## src/tac_pkg.sv

```systemverilog
`default_nettype none

package tac_pkg;

  // Default sizes of the two class queues.
  localparam int TAC_QUEUE_DEPTH = 16;
  localparam int TAC_STAMP_BITS  = 16;

  // Fixed field widths on the channels.
  localparam int OP_W     = 2;
  localparam int KIND_W   = 2;
  localparam int STAMP_W  = 16;
  localparam int STATUS_W = 3;

  typedef logic [OP_W-1:0]     op_t;
  typedef logic [KIND_W-1:0]   kind_t;
  typedef logic [STAMP_W-1:0]  stamp_t;
  typedef logic [STATUS_W-1:0] status_t;

  // Operation codes.
  localparam op_t OP_ENQ      = 2'd0;
  localparam op_t OP_DEQ_ONE  = 2'd1;
  localparam op_t OP_DEQ_ZERO = 2'd2;
  localparam op_t OP_DEQ_ANY  = 2'd3;

  // Item classes.
  localparam kind_t KIND_CAT = 2'd0;
  localparam kind_t KIND_DOG = 2'd1;

  // Result status codes.
  localparam status_t ST_ENQ      = 3'd0;
  localparam status_t ST_DEQ      = 3'd1;
  localparam status_t ST_EMPTY    = 3'd2;
  localparam status_t ST_FULL     = 3'd3;
  localparam status_t ST_BADCLASS = 3'd4;

  // Per-cycle control of one queue cell.
  typedef struct packed {
    logic shift;
    logic push;
  } cell_ctl_t;

endpackage

`default_nettype wire

```

## src/tac_cell.sv

```systemverilog
`default_nettype none

module tac_cell
  import tac_pkg::*;
#(
  parameter int STAMP_BITS = TAC_STAMP_BITS
) (
  input  wire logic                  clk,
  input  wire logic                  rst_n,
  input  wire cell_ctl_t             ctl,
  input  wire logic                  prev_valid,
  input  wire logic                  nbr_valid,
  input  wire logic [STAMP_BITS-1:0] nbr_stamp,
  input  wire logic [STAMP_BITS-1:0] wr_stamp,
  output logic                       valid,
  output logic [STAMP_BITS-1:0]      stamp
);

  logic                  valid_r, valid_nxt;
  logic [STAMP_BITS-1:0] stamp_r, stamp_nxt;
  logic                  take_push;

  // A push lands in the first empty cell, the one whose upstream neighbor is full.
  assign take_push = ctl.push && !valid_r && prev_valid;

  // On a pop every cell takes its downstream neighbor's contents.
  always_comb begin
    valid_nxt = valid_r;
    stamp_nxt = stamp_r;
    if (ctl.shift) begin
      valid_nxt = nbr_valid;
      stamp_nxt = nbr_stamp;
    end else if (take_push) begin
      valid_nxt = 1'b1;
      stamp_nxt = wr_stamp;
    end
  end

  always_ff @(posedge clk) begin
    if (!rst_n) begin
      valid_r <= 1'b0;
    end else begin
      valid_r <= valid_nxt;
    end
  end

  always_ff @(posedge clk) begin
    stamp_r <= stamp_nxt;
  end

  assign valid = valid_r;
  assign stamp = stamp_r;

endmodule

`default_nettype wire

```

## src/tac_queue.sv

```systemverilog
`default_nettype none

module tac_queue
  import tac_pkg::*;
#(
  parameter int QUEUE_DEPTH = TAC_QUEUE_DEPTH,
  parameter int STAMP_BITS  = TAC_STAMP_BITS
) (
  input  wire logic                  clk,
  input  wire logic                  rst_n,
  input  wire logic                  push,
  input  wire logic                  pop,
  input  wire logic [STAMP_BITS-1:0] wr_stamp,
  output logic                       head_valid,
  output logic [STAMP_BITS-1:0]      head_stamp,
  output logic                       full
);

  logic                  valid_w [QUEUE_DEPTH+1];
  logic [STAMP_BITS-1:0] stamp_w [QUEUE_DEPTH+1];
  logic                  prev_w  [QUEUE_DEPTH];
  cell_ctl_t             ctl;

  assign ctl.shift = pop;
  assign ctl.push  = push;

  // Beyond the tail the chain feeds in an empty cell.
  assign valid_w[QUEUE_DEPTH] = 1'b0;
  assign stamp_w[QUEUE_DEPTH] = '0;

  // Cell 0 is the head; data moves toward it on every pop.
  for (genvar i = 0; i < QUEUE_DEPTH; i++) begin : g_cell
    if (i == 0) begin : g_head
      assign prev_w[i] = 1'b1;
    end else begin : g_body
      assign prev_w[i] = valid_w[i-1];
    end

    tac_cell #(
      .STAMP_BITS(STAMP_BITS)
    ) u_cell (
      .clk       (clk),
      .rst_n     (rst_n),
      .ctl       (ctl),
      .prev_valid(prev_w[i]),
      .nbr_valid (valid_w[i+1]),
      .nbr_stamp (stamp_w[i+1]),
      .wr_stamp  (wr_stamp),
      .valid     (valid_w[i]),
      .stamp     (stamp_w[i])
    );
  end

  assign head_valid = valid_w[0];
  assign head_stamp = stamp_w[0];
  assign full       = valid_w[QUEUE_DEPTH-1];

endmodule

`default_nettype wire

```

## config.mk

```make
export PLATFORM = sky130hd
export DESIGN_NAME = tac_queue
export DESIGN_NICKNAME = d
export VERILOG_FILES = /design/src/tac_pkg.sv /design/src/tac_cell.sv /design/src/tac_queue.sv
export SDC_FILE = /design/constraint.sdc
export NUM_CORES = 1
export LEC_CHECK = 0
export BUFFER_PORTS_ARGS = -buffer_cell sky130_fd_sc_hd__buf_2
export CORE_AREA = 10 10 216 218
export CTS_CLUSTER_SIZE = 30
export DETAILED_ROUTE_END_ITERATION = 7
export DIE_AREA = 0 0 226 228
export GPL_TIMING_DRIVEN = 0
export SETUP_SLACK_MARGIN = 0.4
export SYNTH_ARGS = -nofsm -noshare
export SYNTH_HDL_FRONTEND = slang
export SYNTH_HIERARCHICAL = 1
export SYNTH_SLANG_ARGS = --single-unit
```

## constraint.sdc

```tcl
create_clock -name clk -period 2.05 [get_ports clk]
set_input_delay 0.41 -clock clk [delete_from_list [all_inputs] [get_ports clk]]
set_output_delay 0.41 -clock clk [all_outputs]
set_load 0.01 [all_outputs]
```

# After elaboration in Yosys (flattened, before gate mapping)

Index checks and enable logic that the tools add are counted.

Register bits: 272
Bits of input ports: 20
Output and inout port bits: 18
Word-level logic and storage cells: 156

Muxes and demuxes: 60
Bitwise gates (word level): 1
Reduce and logical (&&, ||, !) cells: 63

Operators with widths:

| cell               | count |
|---|---|
| 16-bit two-way mux | 30 |
| 1-bit logical AND  | 31 |
| 1-bit two-way mux  | 30 |
| 2-bit nonzero test | 15 |
| 1-bit logical NOT  | 16 |
| 2-bit OR reduction | 1 |
| 1-bit NOT          | 1 |

# Longest topological paths before layout

Word-level depth: 5
Gate-level depth with buffers: 4
Depth with buffers taken out: 2

# By module

Netlist, hierarchy kept.

Modules (own cells, without submodules):

| module    | times used | cells an instance | area an instance (µm²) | seq. area each (µm²) |
|---|---|---|---|---|
| tac_cell  | 16         | 41                | 783.3                  | 500.5 |
| tac_queue | 1          | 2                 | 7.5                    | 0.0 |

# Worst setup path before layout

OpenSTA, ideal clock, no wires.

Kind: register to register
Start point: register g_cell[0].u_cell.valid_r
End point: register g_cell[1].u_cell.stamp_r[0], enable pin
Library setup time: 0.392 ns
Arrival time: 1.355 ns
Data required time: 1.658 ns
Slack: 0.303 ns
Stages on the path, launching flop included: 3
Buffers on the path: 0
Clock period less this slack: 1.747 ns
Cells stage by stage: dfxtp_1 nand2_1 o21bai_1

Word-level cells in the longest chain between the ends: 2

RTL lines:

| item                                | RTL line       | text |
|---|---|---|
| start, declared                     | tac_cell.sv:19 | `logic valid_r, valid_nxt;` |
| start signal, assigned              | tac_cell.sv:43 | `valid_r <= valid_nxt;` |
| 1-bit logical AND                   | tac_cell.sv:24 | `assign take_push = ctl.push && !valid_r && prev_valid;` |
| 2-bit nonzero test (no source line) | n/a            |  |
| end signal, assigned                | tac_cell.sv:48 | `stamp_r <= stamp_nxt;` |
| end, declared                       | tac_cell.sv:20 | `logic [STAMP_BITS-1:0] stamp_r, stamp_nxt;` |

Every way passes these cells.
A chain may end at the register's enable or synchronous reset.

# Final worst setup path

Start point: register g_cell[15].u_cell.valid_r
End point: output full

RTL lines:

| item                   | RTL line        | text |
|---|---|---|
| start, declared        | tac_cell.sv:19  |  |
| start signal, assigned | tac_cell.sv:43  |  |
| end, declared          | tac_queue.sv:16 | `output logic full` |

No word-level cell between the ends.

==> flow_summary.ini <==
[clocking]
clk_path_buf_depth = 3
cts_tree = yes
cts.sinks = 272
clkTransAtPathRegs_ns = 0.06
h-tree-depth = 1
insertion_delay_ns = 0.52
cts_buffers = 27
root_buffer = clkbuf_16
holdBufCountCts = 0

[synthesis]
yosysSeqAreaShare_pct = 63.86
yosysWarnings = 6
synth_area_um2 = 12540
synth_cell_types = 12
synthesis.instances = 658
syn_area_per_cell_um2 = 19.06
ys_seq_elements = 272

[die]
fp.coreArea_um2 = 42510
dieArea_um2 = 51530
die_height_um = 228
ios = 38
start_util_pct = 29.50
num_rows = 76
die_w_um = 226

[layout]
utilization_pct = 33.92
final_common_cell = edfxtp_1
area_growth_pct = 14.98
diodes = 0
stdcell_area_um2 = 14420
nFillCells = 3962
finalNonFillerCells = 1303
layout_common_cells = 256 x edfxtp_1, 144 x mux2_2, 112 x mux2_4, 36 x buf_2, 32 x inv_1
seq_area_um2 = 8008
layout-drive-gt1-share_pct = 53.37
multi_input_area_um2 = 4144
fin_nets = 759

[sta]
period_needed_ns = 1.579
rsz0062_at_grt = no
finalHoldViolations = 0
clock.fmax_ghz = 0.6335
hold_ws_ns = 0.2780
drv_slew = 0
tns_ns = 0
min_period_over_period_pct = 77.01
setup_viol = 0
relSlewSlack_pct = 48.68
skew_ns = 0.01116
worst_pin_slew_ns = 0.7693

[global_route]
grt_antenna_before_repair = 0
grt_start_max_net_pins = 17
grt_pass1_wl_mm = 28.29
grtUsageTotal_pct = 6.528
grt_pass1_vias = 5541
grt_overflow = 0

[worst_setup_path]
cpPeakStageDelay_ns = 0.46
critPathBufInv = 1
r2r_slack_ns = 0.62
worstPathCellList = buf_2
path_class = reg2out
end_kind = output port
crit_family = flip-flops
start_kind = register
cp_slowest_cell = dfxtp_1
cp.required_ns = 1.64
worstPathArrival_ns = 1.17
path_max_fanout = 4

[flow_run]
drv_cap = 0

[status]
status = completed

[detailed_routing]
drcViolationCount = 0
detail-route-antenna-nets = 0
vias = 5307
wl_per_cell_um = 12.91
drtIter0Drc = 150
first_pass_iters = 4
routed_wl_mm = 16.82
viasPerCell = 4.073

[place]
placed_cells = 1256
portBuffers = 36
post_dp_cell_area_um2 = 13520
detailed_place_hpwl_mm = 12.08
place_congestion = 0.6237

[power]
power_leakage_uw = 0.005303
cellPowerDensity_nw_per_um2 = 870.8
vdd_drop_max_mv = 0.4943

[worst_hold_path]
min_path_type = in2reg
[Yosys cell counts]
library cell	number	share of area, %
conb_1	2	0.060
mux2_4	112	13
buf_6	16	1.4
edfxtp_1	256	61
o21bai_1	16	0.96
nor2_4	16	1.4
buf_12	16	2.6
nand2_1	16	0.48
mux2_2	144	13
dfxtp_1	16	2.6
a221oi_2	16	1.9
inv_1	32	0.96
[stage by stage]
stage	setup slack [ns]	total power, uW
2_1_floorplan	0.6086	7924
3_3_place_gp	0.1318	8160
3_5_place_dp	0.08501	8215
4_1_cts	0.4234	12730
5_1_grt	0.4011	13140
6_report	0.4714	12560
[cells by family after synthesis]
kind of cell    synth area share [%]
buf+inv                        4.949
compound gates                 2.874
mux                            26.34
simple gates                   1.916
flops                          63.86
other cells                  0.05989
[layer usage]
metal	track usage, %	vias up	wire [um]
li1	-	2690	-
met1	8.372	2513	7827
met2	10.69	72	7922
met3	1.552	32	697
met4	1.921	0	368
met5	0	-	0
[cell type report]
type                            count  share of cell area (%)
Buffer                             32                   3.471
Clock buffer                       33                   4.842
Clock inverter                     14                  0.5814
Timing Repair Buffer               36                   1.250
Inverter                           32                  0.8331
Tap cell                          546                   4.738
Sequential cell                   272                   55.54
Multi-Input combinational cell    338                   28.74
[final timing paths]
kind,start,end,cells past startpoint
worst max-delay path,g_cell[15].u_cell/valid$_SDFFE_PN0P_,full,1
worst min-delay path,pop,g_cell[13].u_cell/stamp[13]$_DFFE_PP_,2
worst max register to register,g_cell[14].u_cell/valid$_SDFFE_PN0P_,g_cell[15].u_cell/stamp[0]$_DFFE_PP_,2
worst min register to register,g_cell[5].u_cell/stamp[6]$_DFFE_PP_,g_cell[4].u_cell/stamp[6]$_DFFE_PP_,1
[state kept, by name, summed over array words and instances (netlist names)]
name and cells:
g_cell.u_cell/stamp 256, g_cell.u_cell/valid 16
[what timing repair did]
action                     4_1_cts  5_1_grt
setup endpoints to repair        2      192
buffers inserted                 0        0
gates resized for setup          1       14
[where the power goes]
part           switching [uW]  leakage (uW)  total (uW)  internal [uW]
logic                     546       0.00226        1280            735
clock network            1930      0.000384        4450           2520
registers                 143       0.00266        6830           6680
total                    2620       0.00530       12600           9940
Power figures use the tool's default switching activity.
